<file path="src/rtl/pflh_pkg.sv">
// ----------------------------------------------------------------------------
// pflh_pkg
// shared constants, codes and control types of the latency histogram
// ----------------------------------------------------------------------------
`default_nettype none
package pflh_pkg;

  localparam int TABLE_ENTRIES = 1024;
  localparam int NUM_BUCKETS   = 27;
  localparam int RTT_SHIFT     = 3;

  localparam int RTT_W   = 32;
  localparam int ADDR_W  = 32;
  localparam int KEY_W   = 2 * ADDR_W;
  localparam int CNT_W   = 64;
  localparam int ENTRY_W = 10;
  localparam int BKT_W   = 5;
  localparam int IDX_W   = (TABLE_ENTRIES > 1) ? $clog2(TABLE_ENTRIES) : 1;
  localparam int FILL_W  = $clog2(TABLE_ENTRIES + 1);
  localparam int CLR_W   = $clog2(NUM_BUCKETS);
  localparam int CADR_W  = $clog2(TABLE_ENTRIES * NUM_BUCKETS);
  localparam int MIC_W   = RTT_W - RTT_SHIFT;

  typedef enum logic [1:0] {
    ST_HIT     = 2'd0,
    ST_NEW     = 2'd1,
    ST_FULL    = 2'd2,
    ST_IGNORED = 2'd3
  } status_t;

  typedef enum logic [2:0] {
    S_IDLE,
    S_SCAN_RD,
    S_SCAN_CMP,
    S_CLEAR,
    S_CNT_WR,
    S_DONE
  } state_t;

  typedef struct packed {
    logic    load_in;
    logic    key_rd;
    logic    idx_inc;
    logic    ins;
    logic    clr_wr;
    logic    cnt_rd;
    logic    cnt_wr;
    logic    res_zero;
    logic    st_we;
    status_t st;
    logic    out_load;
  } cmd_t;

  typedef struct packed {
    logic socket;
    logic scan_end;
    logic full;
    logic match;
    logic clr_last;
    logic out_free;
  } sts_t;

endpackage
`default_nettype wire

</file>
<file path="src/rtl/pflh_ctrl.sv">
// ----------------------------------------------------------------------------
// pflh_ctrl
// sequencer: key scan, insert with bucket clear, counter update, result
// ----------------------------------------------------------------------------
`default_nettype none
module pflh_ctrl (
  input  wire logic          clk,
  input  wire logic          rst_n,
  input  wire logic          in_valid,
  output logic               in_stall,
  input  wire pflh_pkg::sts_t sts,
  output pflh_pkg::cmd_t     cmd
);
  import pflh_pkg::*;

  state_t state_r, state_nxt;

  always_ff @(posedge clk) begin
    if (!rst_n) begin
      state_r <= S_IDLE;
    end else begin
      state_r <= state_nxt;
    end
  end

  always_comb begin
    state_nxt = state_r;
    cmd       = '0;
    cmd.st    = ST_HIT;
    in_stall  = 1'b1;
    unique case (state_r)
      S_IDLE: begin
        in_stall = 1'b0;
        if (in_valid) begin
          cmd.load_in = 1'b1;
          state_nxt   = S_SCAN_RD;
        end
      end
      S_SCAN_RD: begin
        if (!sts.socket) begin
          cmd.st_we    = 1'b1;
          cmd.st       = ST_IGNORED;
          cmd.res_zero = 1'b1;
          state_nxt    = S_DONE;
        end else if (sts.scan_end) begin
          cmd.st_we = 1'b1;
          if (sts.full) begin
            cmd.st       = ST_FULL;
            cmd.res_zero = 1'b1;
            state_nxt    = S_DONE;
          end else begin
            cmd.st    = ST_NEW;
            cmd.ins   = 1'b1;
            state_nxt = S_CLEAR;
          end
        end else begin
          cmd.key_rd = 1'b1;
          state_nxt  = S_SCAN_CMP;
        end
      end
      S_SCAN_CMP: begin
        if (sts.match) begin
          cmd.st_we  = 1'b1;
          cmd.st     = ST_HIT;
          cmd.cnt_rd = 1'b1;
          state_nxt  = S_CNT_WR;
        end else begin
          cmd.idx_inc = 1'b1;
          state_nxt   = S_SCAN_RD;
        end
      end
      S_CLEAR: begin
        cmd.clr_wr = 1'b1;
        if (sts.clr_last) begin
          state_nxt = S_DONE;
        end
      end
      S_CNT_WR: begin
        cmd.cnt_wr = 1'b1;
        state_nxt  = S_DONE;
      end
      S_DONE: begin
        if (sts.out_free) begin
          cmd.out_load = 1'b1;
          state_nxt    = S_IDLE;
        end
      end
      default: state_nxt = S_IDLE;
    endcase
  end

endmodule
`default_nettype wire

</file>
<file path="config.mk">
export PLATFORM = sky130hd
export DESIGN_NAME = pflh_ctrl
export DESIGN_NICKNAME = d
export VERILOG_FILES = /design/src/rtl/pflh_pkg.sv /design/src/rtl/pflh_ctrl.sv
export SDC_FILE = /design/constraint.sdc
export NUM_CORES = 1
export LEC_CHECK = 0
export BUFFER_PORTS_ARGS = -buffer_cell sky130_fd_sc_hd__clkbuf_2
export CAP_MARGIN = 20
export CELL_PAD_IN_SITES_DETAIL_PLACEMENT = 0
export CELL_PAD_IN_SITES_GLOBAL_PLACEMENT = 1
export CORE_MARGIN = 2
export CORE_UTILIZATION = 25
export CTS_BUF_LIST = sky130_fd_sc_hd__clkbuf_16
export DETAILED_ROUTE_END_ITERATION = 8
export GPL_TIMING_DRIVEN = 0
export PLACE_DENSITY_LB_ADDON = 0.1
export SLEW_MARGIN = 20
export SYNTH_ARGS = -nofsm -noshare
export SYNTH_HDL_FRONTEND = slang
export SYNTH_SLANG_ARGS = --single-unit
</file>
<file path="constraint.sdc">
create_clock -name clk -period 1.8 [get_ports clk]
set_clock_uncertainty 0.1 [all_clocks]
set_input_delay 0.27 -clock clk [delete_from_list [all_inputs] [get_ports clk]]
set_output_delay 0.27 -clock clk [all_outputs]
set_load 0.01 [all_outputs]
</file>
==> results of run 1 <==
[cell usage after synthesis]
cell and count:
a21boi_0 1, a21oi_1 2, buf_2 3, buf_4 1
dfxtp_1 3, inv_1 6, mux2i_1 1, nand2_1 1
nand2b_1 4, nand3b_1 3, nand4_1 1, nor2_1 7
nor3_1 3, nor3b_1 1, o21ai_0 2, o21ai_2 1
o221a_1 2, o22ai_2 1, or2b_1 1, or3_1 1
or3b_1 1, or3b_2 1, or4_4 1, or4b_1 1
[layout make-up]
| cell class | count | area, um2 |
|---|---|---|
| Multi-Input combinational cell | 36 | 248 |
| Buffer | 3 | 30.0 |
| Inverter | 6 | 22.5 |
| Clock buffer | 3 | 75.1 |
| Tap cell | 15 | 18.8 |
| Clock inverter | 1 | 3.75 |
| Timing Repair Buffer | 21 | 105 |
| Fill cell | 149 | 737 |
| Sequential cell | 3 | 61.3 |
[report_power, final]
part           switching (W)   total, W  internal, W
clock              0.0000601   0.000346     0.000286
combinational       0.000122   0.000240     0.000119
sequential         0.0000114  0.0000913    0.0000800
[layer usage]
| metal | up-vias | track usage, % | part of all wire (%) |
|---|---|---|---|
| li1 | 218 | - | - |
| met1 | 187 | 14.6 | 44 |
| met2 | 12 | 20.3 | 51 |
| met3 | 0 | 3.26 | 5.2 |
| met4 | 0 | 2.42 | 0 |
| met5 | - | 0 | 0 |
[worst paths after layout]
check	start	to	slack, ns
setup / recovery	state_r[1]	cmd[5]	0.07
hold / removal	rst_n	state_r[1]	0.25
setup reg to reg	state_r[2]	state_r[0]	0.33
hold reg to reg	state_r[2]	state_r[1]	0.49
[cells by family (layout without fill, tap and decap cells)]
group,count (synthesis),in the layout
buf+inv,10,34
flops,3,3
simple gates,26,26
compound gates,9,9
mux,1,1
[timing repair]
item | CTS | global route
gates resized for setup | 1 | 9
pin swaps | 0 | 0
endpoints found under the setup margin | 1 | 3
[cell usage in the layout (no fill, tap or decap), drive strengths merged]
cell type  instances
buf                4
nand2              1
o221a              2
or3                1
dfxtp              3
a21boi             1
or4b               1
nand4              1
nand2b             4
nor2               7
or2b               1
or3b               2
or4                1
clkbuf            23
nand3b             3
inv                7
nor3b              1
o21ai              3
nor3               3
o22ai              1
mux2i              1
a21oi              2
[critical path, cell delays in order, from the launching register on]
cell and delay [ns]:
dfxtp_1 0.33, buf_6 0.15, or3b_2 0.48, inv_1 0.06, clkbuf_2 0.12
[through the flow]
| step | power [W] | worst slack, ns | cell area, um2 |
|---|---|---|---|
| after floorplan | 0.000249 | 0.310 | 345 |
| after global placement | 0.000325 | 0.223 | 469 |
| after detailed placement | 0.000324 | 0.223 | 469 |
| after CTS | 0.000676 | 0.0336 | 549 |
| after global routing | 0.000718 | 0.00174 | 564 |
| final | 0.000678 | 0.0725 | 564 |
==> impl_metrics.toml, run 1 <==
[synthesis]
yosysTopAreaCell = "dfxtp_1"
syn_area_um2 = 345
synth_top_cell_area_share_pct = 17.4
synthXorXnorAreaFrac_pct = 0
synth.area.top_cells = "dfxtp_1 (17%), nor2_1 (7.6%), nand2b_1 (7.2%)"
synth_top_family_by_area = "simple AND/OR/NAND/NOR gates"
syn_nets = 58
ys_seq_area_share_pct = 17.4
syn_area_per_cell_um2 = 7.05
yosys.area_share.simple_pct = 46.0
synth_adder_area_share_pct = 0
yosys_warnings = 0
synth_compound_area_share_pct = 20.7
synthMuxAreaShare_pct = 2.90
synth-seq-cells = 3
ys_types = 24
synthCells = 49

[final_layout]
antenna_cells = 0
reg_top3 = "state_r: 3 flops"
layoutNonFillerInstCount = 88
layout-drive-gt1-share_pct = 46.6
top_register = "state_r"
area_growth_pct = 63.4
fin_util_pct = 43.4
largest_reg_flops = 3
layout.nets = 83

[power]
power_density_mw_per_mm2 = 1200
ir_drop_mv = 0.553
p_leak_nw = 0.286

[sta]
fmax_mhz = 579
finalSetupViolCount = 0
period_needed_ns = 1.73
slew_headroom_pct = 67.8
whs_ns = 0.246
rsz0062_at_grt = "no"
final.setup.tns_ns = 0
hold_viol_final = 0
worst_pin_slew_ns = 0.479
min_period_over_period_pct = 96.0
finalMaxSlewViolations = 0

[floorplanning]
die_h_um = 41.2
die_width_um = 41.2
die-area_mm2 = 0.00169
core_area_mm2 = 0.00130
ioPinCount = 22
row_count = 13
initial_utilization_pct = 26.5

[critical_path]
worstPathRequired_ns = 1.43
path_class = "flip-flop to primary output"
critPathLaunchType = "flip-flop"
reg2reg_depth = 4
crit_fanout = 10
endpoint_kind = "primary output"
crit_arrival_ns = 1.36

[hold_path]
hold_depth = 3
min_path_type = "input pin to flip-flop"

[outcome]
status = "finished clean"

[route]
drc = 0
drt_wl_total_um = 924
vias = 417
vias_per_cell = 4.74
drtPass1Iterations = 4
final_antenna_net_count = 0
detail_route.wl_per_cell_um = 10.5
drtIter0Drc = 4

[clock_network]
cts-root-buf = "clkbuf_16"
clock_sinks = 3
holdBufCountCts = 0
h-tree-depth = 1
post-cts-setup-buffers = 0
cts_tree = "yes"
clk_latency_ns = 0.22
clock_path_buffers = 2
cts_buffers = 3
path_clk_slew_ns = 0.03

[global_routing]
grt_max_degree = 11
overflow = 0
grt_pass1_wl_um = 1310
grt_pass1_vias = 327
grt_util_all_layers_pct = 11.9
grt_antenna_before_repair = 0

[place]
dpl.hpwl_um = 713
dp.cells = 85
place_congestion = 0.700
portBuffers = 21

[job]
drv_cap = 0
Power figures use the tool's default switching activity.
==> run 2: changes to the inputs <==
==> constraint.sdc (replaced) <==
create_clock -name clk -period 1.8 [get_ports clk]
set_clock_uncertainty 0.1 [all_clocks]
set_input_delay 0.54 -clock clk [delete_from_list [all_inputs] [get_ports clk]]
set_output_delay 0.54 -clock clk [all_outputs]
set_load 0.01 [all_outputs]
==> impl_metrics.toml, run 2 (synthesis results as in run 1) <==
[route]
drt_wl_total_um = 1010
drtIter0Drc = 2
vias = 441
vias_per_cell = 4.69
final_antenna_net_count = 0
drc = 0
drtPass1Iterations = 2
detail_route.wl_per_cell_um = 10.7

[power]
ir_drop_mv = 0.600
p_seq_share_pct = 12.7
power_density_mw_per_mm2 = 1120
internal_power_w = 0.000539
combPwrFrac_pct = 41.2
clkPwrFrac_pct = 46.1
swShare_pct = 28.0
p_leak_nw = 0.340
switchingPower_w = 0.000210

[clock_network]
clk_latency_ns = 0.22
clock_sinks = 3
cts_tree = "yes"
holdBufCountCts = 0
h-tree-depth = 1
path_clk_slew_ns = 0.03
cts_buffers = 3
clock_path_buffers = 2
cts-root-buf = "clkbuf_16"

[global_routing]
grt_pass1_vias = 359
grt_util_all_layers_pct = 13.7
grt_antenna_before_repair = 0
overflow = 0
grt_max_degree = 11
grt_pass1_wl_um = 1520

[critical_path]
reg2reg_depth = 5
worstPathRequired_ns = 1.16
reg2reg_to = "state_r[0]"
crit_arrival_ns = 1.29
crit_fanout = 6
endpoint_kind = "primary output"
r2r-start = "state_r[2]"
crit_end = "cmd[8]"
critPathLaunchType = "flip-flop"
crit_start = "state_r[0]"
r2r_slack_ns = 0.20
path_class = "flip-flop to primary output"

[floorplanning]
die_width_um = 41.2
initial_utilization_pct = 26.5
row_count = 13
ioPinCount = 22
die-area_mm2 = 0.00169
die_h_um = 41.2
core_area_mm2 = 0.00130

[place]
dpl.hpwl_um = 713
pre_cts_ws_ns = -0.163
placed_area_um2 = 469
dp.cells = 85
portBuffers = 21
place_congestion = 0.700

[outcome]
violations = "setup timing"
status = "finished with violations"

[sta]
finalSetupViolCount = 10
fin_ws_ns = -0.127
fmax_mhz = 519
hold_viol_final = 0
slew_headroom_pct = 80.7
worst_pin_slew_ns = 0.288
finalMaxSlewViolations = 0
period_needed_ns = 1.93
rsz0062_at_grt = "yes"
min_period_over_period_pct = 107

[final_layout]
final_area_um2 = 668
largest_reg_flops = 3
reg_top3 = "state_r: 3 flops"
layout.nets = 89
layoutNonFillerInstCount = 94
layout_commonest_cell = "clkbuf_2"
top_register = "state_r"
area_growth_pct = 93.5
antenna_cells = 0
layout_common_cells = "clkbuf_2 (11), buf_2 (9), nor2_1 (7)"
layout-drive-gt1-share_pct = 62.0

[job]
drv_cap = 0

[hold_path]
min_path_type = "input pin to flip-flop"
[run 2: power by group through the flow]
| stage | logic, W | clock network (W) | registers (W) |
|---|---|---|---|
| finish | 0.000309 | 0.000345 | 0.0000948 |
| global route | 0.000339 | 0.000355 | 0.0000967 |
| floorplan | 0.000163 | 0 | 0.0000854 |
| global placement | 0.000235 | 0 | 0.0000896 |
| CTS | 0.000288 | 0.000350 | 0.0000922 |
| detailed placement | 0.000234 | 0 | 0.0000893 |
[run 2: worst min-delay path by stage]
stage / start / end / slack [ns] / cells after the start
after floorplan: state_r[2] / state_r[1] / 0.46 / 2
after global placement: state_r[2] / state_r[1] / 0.53 / 2
after detailed placement: state_r[2] / state_r[1] / 0.53 / 2
after CTS: rst_n / state_r[1] / 0.51 / 3
after global routing: rst_n / state_r[1] / 0.55 / 3
final: rst_n / state_r[1] / 0.51 / 3
[run 2: final cells by class]
type	instances	area, um2
Buffer	3	30.0
Clock buffer	3	75.1
Clock inverter	1	3.75
Fill cell	141	633
Inverter	6	22.5
Multi-Input combinational cell	36	284
Sequential cell	3	66.3
Tap cell	15	18.8
Timing Repair Buffer	27	168
[run 2: worst max-delay path, stage by stage (launching register included)]
cell and delay, ns:
dfxtp_4 0.35, or3b_4 0.42, nor3_2 0.15, buf_2 0.14
[run 2: repair_timing]
| action | 4_1_cts | 5_1_grt |
|---|---|---|
| buffers inserted | 6 | 0 |
| pin swaps | 4 | 1 |
| hold endpoints to repair | 0 | 0 |
| endpoints found under the setup margin | 11 | 12 |
| resized for setup | 15 | 18 |
[run 2: stage by stage]
stage                     total power (W)  hold slack (ns)  setup TNS, ns  util, %
after floorplan                  0.000249            0.460              0        -
after global placement           0.000325            0.526         -0.406     36.1
after detailed placement         0.000324            0.531         -0.367     36.1
after CTS                        0.000730            0.507         -0.853     48.5
after global routing             0.000790            0.553          -1.28     51.3
final                            0.000748            0.509         -0.752     51.3
[run 2: layer usage]
layer / track usage (%) / up-vias / part of all wire (%)
met4: 2.42 / 0 / 0
met3: 3.26 / 0 / 5.1
li1: - / 231 / -
met5: 0 / - / 0
met1: 16.6 / 198 / 43
met2: 24.6 / 12 / 51
